## src/hdl/psched_pkg.sv

```systemverilog
`default_nettype none
package psched_pkg;

	localparam int MAX_TASKS_DEF = 32;
	localparam int TIME_W        = 24;
	localparam int ARR_W         = 16;
	localparam int WORK_W        = 18;
	localparam int WT_W          = 16;
	localparam int SUM_W         = 21;
	localparam int SLICE_W       = 16;
	localparam int QUANT_W       = 8;
	localparam int NUM_W         = 32;
	localparam int TASKNUM_W     = 6;
	localparam int ENTRY_W       = ARR_W + WORK_W + WT_W;

	localparam logic [QUANT_W-1:0] QUANTUM_RST = 8'd10;
	localparam logic [WORK_W-1:0]  ONE_Q8      = 18'd256;
	localparam logic [TIME_W-1:0]  TIME_MAX    = 24'hFFFFFF;

	localparam logic [1:0] ACT_CLEAR = 2'd0;
	localparam logic [1:0] ACT_LOAD  = 2'd1;
	localparam logic [1:0] ACT_STEP  = 2'd2;

	localparam logic [1:0] EV_RUN  = 2'd0;
	localparam logic [1:0] EV_IDLE = 2'd1;
	localparam logic [1:0] EV_DONE = 2'd2;

	typedef enum logic [2:0] {
		ST_IDLE,
		ST_RD,
		ST_CHK,
		ST_DIV,
		ST_WB,
		ST_EMIT
	} state_t;

endpackage
`default_nettype wire

```

## src/hdl/psched_ram.sv

```systemverilog
`default_nettype none
module psched_ram #(
	parameter int WIDTH = 8,
	parameter int DEPTH = 32
) (
	input  wire logic                     clk,
	input  wire logic                     we,
	input  wire logic [$clog2(DEPTH)-1:0] waddr,
	input  wire logic [WIDTH-1:0]         wdata,
	input  wire logic [$clog2(DEPTH)-1:0] raddr,
	output logic      [WIDTH-1:0]         rdata
);

	logic [WIDTH-1:0] mem_q [DEPTH];

	always_ff @(posedge clk) begin
		if (we) begin
			mem_q[waddr] <= wdata;
		end
		rdata <= mem_q[raddr];
	end

endmodule
`default_nettype wire

```

## src/hdl/psched_div.sv

```systemverilog
`default_nettype none
module psched_div
	import psched_pkg::*;
(
	input  wire logic             clk,
	input  wire logic             arst_n,
	input  wire logic             start,
	input  wire logic [NUM_W-1:0] num,
	input  wire logic [SUM_W-1:0] den,
	output logic                  done,
	output logic      [NUM_W-1:0] quo
);

	localparam int CNT_W = $clog2(NUM_W + 1);

	logic             busy_q;
	logic [CNT_W-1:0] cnt_q;
	logic [SUM_W:0]   rem_q;
	logic [NUM_W-1:0] quo_q;
	logic             done_q;
	logic [SUM_W:0]   trial;
	logic             take;

	// one quotient bit per cycle, restoring
	assign trial = {rem_q[SUM_W-1:0], quo_q[NUM_W-1]};
	assign take  = trial >= {1'b0, den};

	always_ff @(posedge clk or negedge arst_n) begin
		if (!arst_n) begin
			busy_q <= 1'b0;
			cnt_q  <= '0;
			done_q <= 1'b0;
		end else begin
			done_q <= 1'b0;
			if (start) begin
				busy_q <= 1'b1;
				cnt_q  <= CNT_W'(NUM_W);
			end else if (busy_q) begin
				cnt_q <= cnt_q - CNT_W'(1);
				if (cnt_q == CNT_W'(1)) begin
					busy_q <= 1'b0;
					done_q <= 1'b1;
				end
			end
		end
	end

	always_ff @(posedge clk) begin
		if (start) begin
			rem_q <= '0;
			quo_q <= num;
		end else if (busy_q) begin
			rem_q <= take ? (trial - {1'b0, den}) : trial;
			quo_q <= {quo_q[NUM_W-2:0], take};
		end
	end

	assign done = done_q;
	assign quo  = quo_q;

endmodule
`default_nettype wire

```

## src/hdl/proportional_share_scheduler.sv

```systemverilog
`default_nettype none
// weighted round-robin scheduler over a table of up to MAX_TASKS tasks held in one
// synchronous memory (arrival, remaining work q10.8, weight q8.8). clear and load
// transactions complete in the idle state. a step transaction scans the table from
// the cursor, reading each entry from memory and then checking it for readiness,
// at most twice around the table; when a ready task is found its slice
// weight*quantum*256/live_weight_sum comes from a bit-serial divider, followed by
// a write-back state and then a state that posts the result. a step on an empty or
// finished table returns a done event. a result waits in the output register until
// taken while the next transaction is accepted. the quantum register is written
// through the cfg channel, which is always ready.
module proportional_share_scheduler
	import psched_pkg::*;
#(
	parameter int MAX_TASKS = MAX_TASKS_DEF
) (
	input  wire logic                 clk,
	input  wire logic                 arst_n,
	// configuration
	input  wire logic                 cfg_valid,
	output logic                      cfg_ready,
	input  wire logic [QUANT_W-1:0]   cfg_quantum,
	// input transactions
	input  wire logic                 in_valid,
	output logic                      in_ready,
	input  wire logic [1:0]           action,
	input  wire logic [ARR_W-1:0]     arrival_time,
	input  wire logic [WORK_W-1:0]    work_q8,
	input  wire logic [WT_W-1:0]      weight_q8,
	// result transactions
	output logic                      out_valid,
	input  wire logic                 out_ready,
	output logic      [1:0]           event_kind,
	output logic      [TASKNUM_W-1:0] task_number,
	output logic      [TIME_W-1:0]    start_time,
	output logic      [SLICE_W-1:0]   slice_q8,
	output logic                      task_finished,
	output logic      [TIME_W-1:0]    end_time
);

	localparam int IW = $clog2(MAX_TASKS);
	localparam int CW = $clog2(MAX_TASKS + 1);
	localparam int WQ_W = WT_W + QUANT_W;

	// table layout in memory: arrival | remaining | weight
	localparam int REM_LO = WT_W;
	localparam int ARR_LO = WT_W + WORK_W;

	state_t state_q, state_d;

	logic [QUANT_W-1:0] quantum_q;
	logic [CW-1:0]      task_cnt_q;
	logic [CW-1:0]      fin_cnt_q;
	logic [IW-1:0]      cursor_q;
	logic               rhr_q;       // current round has seen a ready task
	logic [TIME_W-1:0]  now_q;
	logic [SUM_W-1:0]   wsum_q;

	logic [IW-1:0]      idx_q;
	logic               wrapped_q;
	logic [ARR_W-1:0]   arr_q;
	logic [WORK_W-1:0]  rem_q;
	logic [WT_W-1:0]    wt_q;

	// pending result, waits here until the output register is free
	logic [1:0]           res_kind_q;
	logic [TASKNUM_W-1:0] res_task_q;
	logic [TIME_W-1:0]    res_start_q;
	logic [SLICE_W-1:0]   res_slice_q;
	logic                 res_fin_q;
	logic [TIME_W-1:0]    res_end_q;

	logic                 out_valid_q;
	logic [1:0]           ev_kind_q;
	logic [TASKNUM_W-1:0] task_num_q;
	logic [TIME_W-1:0]    start_q;
	logic [SLICE_W-1:0]   slice_out_q;
	logic                 fin_out_q;
	logic [TIME_W-1:0]    end_q;

	// memory port signals
	logic               ram_we;
	logic [IW-1:0]      ram_waddr;
	logic [ENTRY_W-1:0] ram_wdata;
	logic [IW-1:0]      ram_raddr;
	logic [ENTRY_W-1:0] ram_rdata;

	// divider
	logic               div_start;
	logic [NUM_W-1:0]   div_num;
	logic               div_done;
	logic [NUM_W-1:0]   div_quo;

	logic               in_fire;
	logic               out_free;
	logic [ARR_W-1:0]   rd_arr;
	logic [WORK_W-1:0]  rd_rem;
	logic [WT_W-1:0]    rd_wt;
	logic               entry_ready;
	logic [CW-1:0]      idx_p1;
	logic               at_last;
	logic               table_full;
	logic               all_done;
	logic [WORK_W-1:0]  load_work;
	logic [WQ_W-1:0]    wq_prod;
	logic [NUM_W-1:0]   quo_eff;
	logic [SLICE_W-1:0] slice;
	logic               fin_now;
	logic [WORK_W-1:0]  rem_new;
	logic [9:0]         delta;
	logic [TIME_W:0]    time_sum;
	logic [TIME_W-1:0]  now_run;
	logic [TIME_W-1:0]  now_inc;
	logic [31:0]        task_num_w;

	assign cfg_ready = 1'b1;
	assign in_ready  = (state_q == ST_IDLE);
	assign in_fire   = in_valid && in_ready;
	assign out_free  = !out_valid_q || out_ready;

	assign rd_arr      = ram_rdata[ARR_LO +: ARR_W];
	assign rd_rem      = ram_rdata[REM_LO +: WORK_W];
	assign rd_wt       = ram_rdata[0 +: WT_W];
	assign entry_ready = (rd_rem != '0) && ({8'd0, rd_arr} <= now_q);

	assign idx_p1     = CW'(idx_q) + CW'(1);
	assign at_last    = idx_p1 >= task_cnt_q;
	assign table_full = task_cnt_q >= CW'(MAX_TASKS);
	assign all_done   = fin_cnt_q >= task_cnt_q;
	assign load_work  = (work_q8 < ONE_Q8) ? ONE_Q8 : work_q8;
	// full 24-bit weight * quantum product, then scaled by 256
	assign wq_prod    = WQ_W'(rd_wt) * WQ_W'(quantum_q);
	assign div_num    = {wq_prod, 8'd0};

	// slice: zero weight sum counts as quotient zero; clamp to [1.0, 255.996] in q8.8
	always_comb begin
		quo_eff = (wsum_q == '0) ? '0 : div_quo;
		if (quo_eff < NUM_W'(ONE_Q8)) begin
			slice = SLICE_W'(ONE_Q8);
		end else if (quo_eff > NUM_W'(16'hFFFF)) begin
			slice = 16'hFFFF;
		end else begin
			slice = quo_eff[SLICE_W-1:0];
		end
	end

	assign fin_now  = rem_q <= WORK_W'(slice);
	assign rem_new  = fin_now ? '0 : (rem_q - WORK_W'(slice));
	assign delta    = fin_now ? rem_q[WORK_W-1:8] : {2'b00, slice[SLICE_W-1:8]};
	assign time_sum = {1'b0, now_q} + (TIME_W+1)'(delta);
	assign now_run  = time_sum[TIME_W] ? TIME_MAX : time_sum[TIME_W-1:0];
	assign now_inc  = (now_q == TIME_MAX) ? TIME_MAX : now_q + TIME_W'(1);

	assign task_num_w = 32'(idx_q) + 32'd1;

	// next state and memory / divider controls
	always_comb begin
		state_d   = state_q;
		ram_we    = 1'b0;
		ram_waddr = idx_q;
		ram_wdata = {arr_q, rem_new, wt_q};
		ram_raddr = idx_q;
		div_start = 1'b0;
		unique case (state_q)
			ST_IDLE: begin
				if (in_fire) begin
					if (action == ACT_LOAD && !table_full) begin
						ram_we    = 1'b1;
						ram_waddr = IW'(task_cnt_q);
						ram_wdata = {arrival_time, load_work, weight_q8};
					end else if (action == ACT_STEP) begin
						state_d = all_done ? ST_EMIT : ST_RD;
					end
				end
			end
			ST_RD: begin
				state_d = ST_CHK;
			end
			ST_CHK: begin
				if (entry_ready) begin
					div_start = 1'b1;
					state_d   = ST_DIV;
				end else if (!at_last || (rhr_q && !wrapped_q)) begin
					state_d = ST_RD;
				end else begin
					state_d = ST_EMIT;
				end
			end
			ST_DIV: begin
				if (div_done) begin
					state_d = ST_WB;
				end
			end
			ST_WB: begin
				ram_we  = 1'b1;
				state_d = ST_EMIT;
			end
			ST_EMIT: begin
				if (out_free) begin
					state_d = ST_IDLE;
				end
			end
			default: state_d = ST_IDLE;
		endcase
	end

	always_ff @(posedge clk or negedge arst_n) begin
		if (!arst_n) begin
			state_q <= ST_IDLE;
		end else begin
			state_q <= state_d;
		end
	end

	// scheduler state
	always_ff @(posedge clk or negedge arst_n) begin
		if (!arst_n) begin
			quantum_q  <= QUANTUM_RST;
			task_cnt_q <= '0;
			fin_cnt_q  <= '0;
			cursor_q   <= '0;
			rhr_q      <= 1'b0;
			now_q      <= '0;
			wsum_q     <= '0;
			idx_q      <= '0;
			wrapped_q  <= 1'b0;
		end else begin
			if (cfg_valid && cfg_ready) begin
				quantum_q <= cfg_quantum;
			end
			unique case (state_q)
				ST_IDLE: begin
					if (in_fire) begin
						if (action == ACT_CLEAR) begin
							task_cnt_q <= '0;
							fin_cnt_q  <= '0;
							cursor_q   <= '0;
							rhr_q      <= 1'b0;
							now_q      <= '0;
							wsum_q     <= '0;
						end else if (action == ACT_LOAD && !table_full) begin
							task_cnt_q <= task_cnt_q + CW'(1);
							wsum_q     <= wsum_q + SUM_W'(weight_q8);
						end else if (action == ACT_STEP) begin
							idx_q     <= cursor_q;
							wrapped_q <= 1'b0;
						end
					end
				end
				ST_CHK: begin
					if (!entry_ready) begin
						if (!at_last) begin
							idx_q <= IW'(idx_p1);
						end else if (rhr_q && !wrapped_q) begin
							// rest of the round was empty, restart from the top
							idx_q     <= '0;
							wrapped_q <= 1'b1;
							rhr_q     <= 1'b0;
						end else begin
							// nothing ready anywhere: one idle unit
							now_q    <= now_inc;
							cursor_q <= '0;
							rhr_q    <= 1'b0;
						end
					end
				end
				ST_WB: begin
					now_q <= now_run;
					if (fin_now) begin
						fin_cnt_q <= fin_cnt_q + CW'(1);
						wsum_q    <= wsum_q - SUM_W'(wt_q);
					end
					if (at_last) begin
						cursor_q <= '0;
						rhr_q    <= 1'b0;
					end else begin
						cursor_q <= IW'(idx_p1);
						rhr_q    <= 1'b1;
					end
				end
				default: ;
			endcase
		end
	end

	// entry latch and pending result payload
	always_ff @(posedge clk) begin
		if (state_q == ST_IDLE) begin
			res_kind_q  <= EV_DONE;
			res_task_q  <= '0;
			res_start_q <= now_q;
			res_slice_q <= '0;
			res_fin_q   <= 1'b0;
			res_end_q   <= now_q;
		end
		if (state_q == ST_CHK) begin
			arr_q <= rd_arr;
			rem_q <= rd_rem;
			wt_q  <= rd_wt;
			res_kind_q  <= EV_IDLE;
			res_task_q  <= '0;
			res_start_q <= now_q;
			res_slice_q <= '0;
			res_fin_q   <= 1'b0;
			res_end_q   <= now_inc;
		end
		if (state_q == ST_WB) begin
			res_kind_q  <= EV_RUN;
			res_task_q  <= task_num_w[TASKNUM_W-1:0];
			res_start_q <= now_q;
			res_slice_q <= slice;
			res_fin_q   <= fin_now;
			res_end_q   <= now_run;
		end
	end

	// output register
	always_ff @(posedge clk or negedge arst_n) begin
		if (!arst_n) begin
			out_valid_q <= 1'b0;
		end else if (state_q == ST_EMIT && out_free) begin
			out_valid_q <= 1'b1;
		end else if (out_ready) begin
			out_valid_q <= 1'b0;
		end
	end

	always_ff @(posedge clk) begin
		if (state_q == ST_EMIT && out_free) begin
			ev_kind_q   <= res_kind_q;
			task_num_q  <= res_task_q;
			start_q     <= res_start_q;
			slice_out_q <= res_slice_q;
			fin_out_q   <= res_fin_q;
			end_q       <= res_end_q;
		end
	end

	assign out_valid     = out_valid_q;
	assign event_kind    = ev_kind_q;
	assign task_number   = task_num_q;
	assign start_time    = start_q;
	assign slice_q8      = slice_out_q;
	assign task_finished = fin_out_q;
	assign end_time      = end_q;

	psched_ram #(
		.WIDTH(ENTRY_W),
		.DEPTH(MAX_TASKS)
	) u_table (
		.clk  (clk),
		.we   (ram_we),
		.waddr(ram_waddr),
		.wdata(ram_wdata),
		.raddr(ram_raddr),
		.rdata(ram_rdata)
	);

	psched_div u_div (
		.clk   (clk),
		.arst_n(arst_n),
		.start (div_start),
		.num   (div_num),
		.den   (wsum_q),
		.done  (div_done),
		.quo   (div_quo)
	);

`ifndef SYNTHESIS
	a_fin_le_cnt: assert property (@(posedge clk) disable iff (!arst_n)
		fin_cnt_q <= task_cnt_q)
		else $error("finished count exceeds task count");

	a_cnt_bound: assert property (@(posedge clk) disable iff (!arst_n)
		task_cnt_q <= CW'(MAX_TASKS))
		else $error("task count exceeds table size");

	a_div_done_state: assert property (@(posedge clk) disable iff (!arst_n)
		div_done |-> state_q == ST_DIV)
		else $error("divider finished outside the divide state");

	a_scan_in_table: assert property (@(posedge clk) disable iff (!arst_n)
		state_q == ST_RD |-> CW'(idx_q) < task_cnt_q)
		else $error("scan index beyond loaded tasks");
`endif

endmodule
`default_nettype wire
```

## config.mk

```make
export PLATFORM = sky130hd
export DESIGN_NAME = proportional_share_scheduler
export DESIGN_NICKNAME = d
export VERILOG_FILES = /design/src/hdl/psched_pkg.sv /design/src/hdl/psched_ram.sv /design/src/hdl/psched_div.sv /design/src/hdl/proportional_share_scheduler.sv
export SDC_FILE = /design/constraint.sdc
export NUM_CORES = 2
export LEC_CHECK = 0
export BUFFER_PORTS_ARGS = -buffer_cell sky130_fd_sc_hd__buf_2
export CAP_MARGIN = 5
export CORE_MARGIN = 2
export CORE_UTILIZATION = 55
export CTS_BUF_LIST = sky130_fd_sc_hd__clkbuf_8
export DETAILED_ROUTE_END_ITERATION = 8
export PLACE_DENSITY = 0.71
export SLEW_MARGIN = 20
export SYNTH_ARGS = -nofsm -noshare
export SYNTH_HDL_FRONTEND = slang
export SYNTH_HIERARCHICAL = 1
export SYNTH_SLANG_ARGS = --single-unit
export TNS_END_PERCENT = 5
```

## constraint.sdc

```tcl
create_clock -name clk -period 15.52 [get_ports clk]
set_input_delay 4.656 -clock clk [delete_from_list [all_inputs] [get_ports clk]]
set_output_delay 4.656 -clock clk [all_outputs]
set_load 0.005 [all_outputs]
```

==> flow_results.org <==
** Logic synthesis
- For this run, asynchronously set or reset flops after synthesis account for 0.0448.
- EDFF count, synth :: 1826
- Synth Area per Inst :: 14.8 um^2
- The most used flip-flop cell after synthesis is sky130_fd_sc_hd__edfxtp_1.
- Synthesis produced a netlist whose cell count is 5832.
- Sequential fraction of the synthesis area :: 0.680
- Number of warnings printed during yosys synthesis :: 6
- Synth Cell Area :: 86100 um^2
- In this run, synthesis produced a sequential element count of 1988.
- Cell variety after synth :: 87

** Placed design
- Detailed placement finished with a half-perimeter wire length of 129000 um.
- The congestion estimate from routability-driven global placement came to 0.891.
- Timing analysis after detailed placement gives a worst setup slack of 6410 ps.
- Port-buffer cells :: 139

** Clock tree
- Max Buffers Root-to-Sink :: 4
- Clock-pin slew was measured on the worst setup and hold paths at 60 ps.
- Counting every sink on the clock net gives 1988.
- For this design, the CTS-stage hold fixing added 0 buffers.
- Num CTS Buffers :: 333
- Clock tree from TritonCTS :: yes
- Cell at the root of the clock tree :: sky130_fd_sc_hd__clkbuf_8
- CTS built an H-tree with a depth of 5.
- CTS-repair resized insts :: 0
- Setup fix buffers added after clock tree synthesis :: 0
- Clock Latency Late Sink :: 1010 ps

** Routing
- Sum of routed wire length over all layers :: 213000 um
- After detailed routing, the average wire length per cell comes to 25.2 um.
- The routed layout has 50828 vias.
- For this run, design rule violations remaining after detail routing come to 0.
- Number of antenna-violating nets in the routed design :: 0
- For this block, the initial DRC count from the detailed router was 5947.
- In the routed layout, each cell is associated on average with a via count of 6.04.
- The pre-antenna-repair detailed-routing pass consisted of 6 iterations.

** Floorplanning
- The core region is 156000 um^2.
- In this run the count of I/O pins placed on the die edge is 141.
- Die width :: 400 um
- Die height :: 400 um
- Initial Util :: 0.553
- The die covers 160000 um^2.
- Rows :: 145

** Layout
- The area growth from synthesis to layout is 10.5%.
- Across the whole layout, storage elements account for 58500 um^2.
- The multi-input combinational cells in the finished layout cover a total of 25800 um^2.
- Share of layout cells above drive strength 1 :: 0.126
- Net count of the finished layout :: 6433
- The layout has 11466 filler cells.

** Timing
- Counting I/O delays and the setup requirement, the final critical path takes 8250 ps.
- Hold Violations, Final :: 0
- Setup repair after global routing left no endpoint under its margin.
- On the final layout, the worst clock skew is 83.3 ps.
- Worst hold slack :: 413 ps
- Derived from the worst setup path, the maximum achievable clock frequency is 0.121 GHz.
- Measured against its own limit, the worst slew margin works out to 0.180.
- Post-route fraction of the period consumed by the critical path :: 0.532
- After layout, the worst setup slack is 7270 ps.
- Final count of negative-setup-slack endpoints :: 0
- Tightest Pin Transition :: 1230 ps
- Setup total negative slack :: 0 ps
- Final Max Slew Viols :: 0

** Setup path
- Critical path arrival :: 8800 ps
- The startpoint identified for the worst register-to-register timing path is u_div/quo[20].
- Element type at the critical path start :: input pin
- STA puts the critical path data required time at 16070 ps.
- Crit Path Max Fanout :: 34
- Startpoint of the worst setup timing path :: action[0]
- In this design, the stage delay of the slowest critical-path cell is 1080 ps.
- In this run the register-to-register setup slack is 7630 ps.
- The worst setup path is of the input pin to flip-flop kind.
- Element type at the critical path end :: flip-flop
- The critical path goes through buf_2 > inv_1 > or4_2 > buf_4 > o21ai_0 > nand3b_1 > nor2_4 > buf_4.
- Buffers and inverters on the worst path :: 4
- Kind of cell with the highest combined delay on the critical path :: simple AND/OR/NAND/NOR gates
- Slowest stage cell, crit path :: sky130_fd_sc_hd__nor2_4
- By instance count, the cell type seen most on the critical path is sky130_fd_sc_hd__buf_4.

** Power and ir drop
- Power spread over the standard cell area amounts to 191 nW/um^2.
- Static power due to leakage :: 33.3 nW
- Worst vdd ir :: 0.271 mV

** Run
- Max-cap violations in this run came to 0.

** Outcome
- The run finished with clean final reports.

** Min path
- The worst hold path belongs to the class flip-flop to flip-flop.
- In this run the most critical hold path is launched from res_end_q[0].

** GRT
- The total overflow left after global routing is 0.
- Pin count of the biggest net entering global routing :: 149
- The via count of the first global-routing pass came to 50141.
- Wire length of the first global-routing pass :: 315000 um
- Total Routing Usage GR :: 0.265
- Number of antenna violations at the first check in global routing :: 11
-- where the power goes --
group          internal [mW]  switching [mW]  leakage (nW)
logic                   2.54            4.19          11.5
registers               6.89           0.372          18.3
clock network           2.19            1.99          3.42
-- layout by cell type (no fill, tap or decap), drive strengths merged, types with 75 or more instances in the layout --
cell,instances
a21oi,284
a22o,115
a22oi,161
a31oi,76
and2,75
buf,234
clkbuf,363
clkinv,96
dfrtp,87
edfxtp,1826
fa,89
ha,158
inv,283
mux2i,805
nand2,458
nand3,197
nor2,200
nor3,85
o21ai,168
-- worst paths after layout --
path / end / depth (start not counted)
setup / recovery: u_table/mem_q[18][11] / 8
hold / removal: end_time[0] / 0
setup reg to reg: res_end_q[23] / 24
hold reg to reg: end_time[0] / 0
max in group asynchronous: wsum_q[4] / 2
min in group asynchronous: now_q[4] / 1
-- sequential cells by signal (all words and copies together) (netlist names), 8 cells and up --
register / count
wsum_q: 21
res_start_q: 24
end_time: 24
u_table/mem_q: 1600
u_div/rem_q: 21
arr_q: 16
rem_q: 18
wt_q: 16
u_div/quo: 32
res_end_q: 24
now_q: 24
slice_q8: 16
res_slice_q: 16
quantum_q: 8
start_time: 24
u_table/rdata: 50
-- per-layer routing --
layer | vias to the layer above | wire (um) | GRT usage
li1 | 22803 | - | -
met1 | 25498 | 88900 | 0.373
met2 | 2178 | 99000 | 0.416
met3 | 343 | 18800 | 0.0567
met4 | 6 | 5680 | 0.0838
met5 | - | 35 | 0
-- through the flow --
| stage | area, um^2 | total power [mW] | cells | utilization |
|---|---|---|---|---|
| 4_1_cts | 95000 | 18.2 | 8413 | 0.610 |
| 3_3_place_gp | 89000 | 13.9 | 7837 | 0.571 |
| 3_5_place_dp | 89100 | 14.0 | 7841 | 0.572 |
| 2_1_floorplan | 86100 | 12.1 | 5841 | - |
| 6_report | 95100 | 18.2 | 8419 | 0.610 |
| 5_1_grt | 95100 | 19.2 | 8417 | 0.610 |
-- synthesized netlist by cell type (12+ instances only) --
library cell | number | share of area
sky130_fd_sc_hd__edfxtp_1 | 1826 | 0.64
sky130_fd_sc_hd__mux2i_1 | 805 | 0.094
sky130_fd_sc_hd__nand2_1 | 458 | 0.020
sky130_fd_sc_hd__a21oi_1 | 283 | 0.016
sky130_fd_sc_hd__nor2_1 | 198 | 0.0086
sky130_fd_sc_hd__nand3_1 | 197 | 0.011
sky130_fd_sc_hd__inv_1 | 181 | 0.0079
sky130_fd_sc_hd__a22oi_1 | 161 | 0.014
sky130_fd_sc_hd__clkbuf_1 | 158 | 0.0069
sky130_fd_sc_hd__ha_1 | 158 | 0.023
sky130_fd_sc_hd__o21ai_0 | 154 | 0.0090
sky130_fd_sc_hd__a22o_1 | 114 | 0.012
sky130_fd_sc_hd__fa_1 | 89 | 0.021
sky130_fd_sc_hd__dfrtp_1 | 87 | 0.025
sky130_fd_sc_hd__nor3_1 | 85 | 0.0049
sky130_fd_sc_hd__a31oi_1 | 76 | 0.0055
sky130_fd_sc_hd__and2_1 | 73 | 0.0053
sky130_fd_sc_hd__dfxtp_1 | 73 | 0.017
sky130_fd_sc_hd__xnor2_1 | 72 | 0.0073
sky130_fd_sc_hd__a21o_1 | 55 | 0.0048
sky130_fd_sc_hd__buf_4 | 51 | 0.0044
sky130_fd_sc_hd__mux2_2 | 48 | 0.0063
sky130_fd_sc_hd__xor2_1 | 36 | 0.0037
sky130_fd_sc_hd__buf_6 | 28 | 0.0037
sky130_fd_sc_hd__nand4_1 | 25 | 0.0018
sky130_fd_sc_hd__nor4_1 | 23 | 0.0017
sky130_fd_sc_hd__nor2b_1 | 22 | 0.0016
sky130_fd_sc_hd__buf_2 | 21 | 0.0012
sky130_fd_sc_hd__o21a_1 | 21 | 0.0018
sky130_fd_sc_hd__a211oi_1 | 19 | 0.0017
sky130_fd_sc_hd__buf_1 | 15 | 0.00065
sky130_fd_sc_hd__and3_1 | 14 | 0.0010
sky130_fd_sc_hd__nand2b_1 | 13 | 0.00094
sky130_fd_sc_hd__o21ai_1 | 13 | 0.00076
sky130_fd_sc_hd__o31ai_1 | 13 | 0.0011
sky130_fd_sc_hd__o21bai_1 | 12 | 0.0010
-- layout make-up --
| type | instances | area share |
|---|---|---|
| antenna | 3 | 0.0000789 |
| clock buffer | 363 | 0.0525 |
| clock inverter | 209 | 0.0100 |
| inverter | 182 | 0.00719 |
| multi-input combinational | 3382 | 0.271 |
| sequential | 1988 | 0.615 |
| tap | 2058 | 0.0271 |
| timing repair buffer | 234 | 0.0172 |
-- logic make-up (layout without fill, tap and decap cells) --
kind of cell               Yosys count  after routing  synth area share
DFF                               1988           1988             0.680
adders and majority gates          247            247            0.0437
muxes                              854            854             0.100
buffers and inverters              471            988            0.0272
and+or+nand+nor                   1158           1158            0.0617
xor gates and xnor gates           108            108            0.0110
AOI/OAI and AO/OA                 1004           1004            0.0768
other                                2             14         0.0000872
No activity file was read; power rests on OpenSTA's default activity.
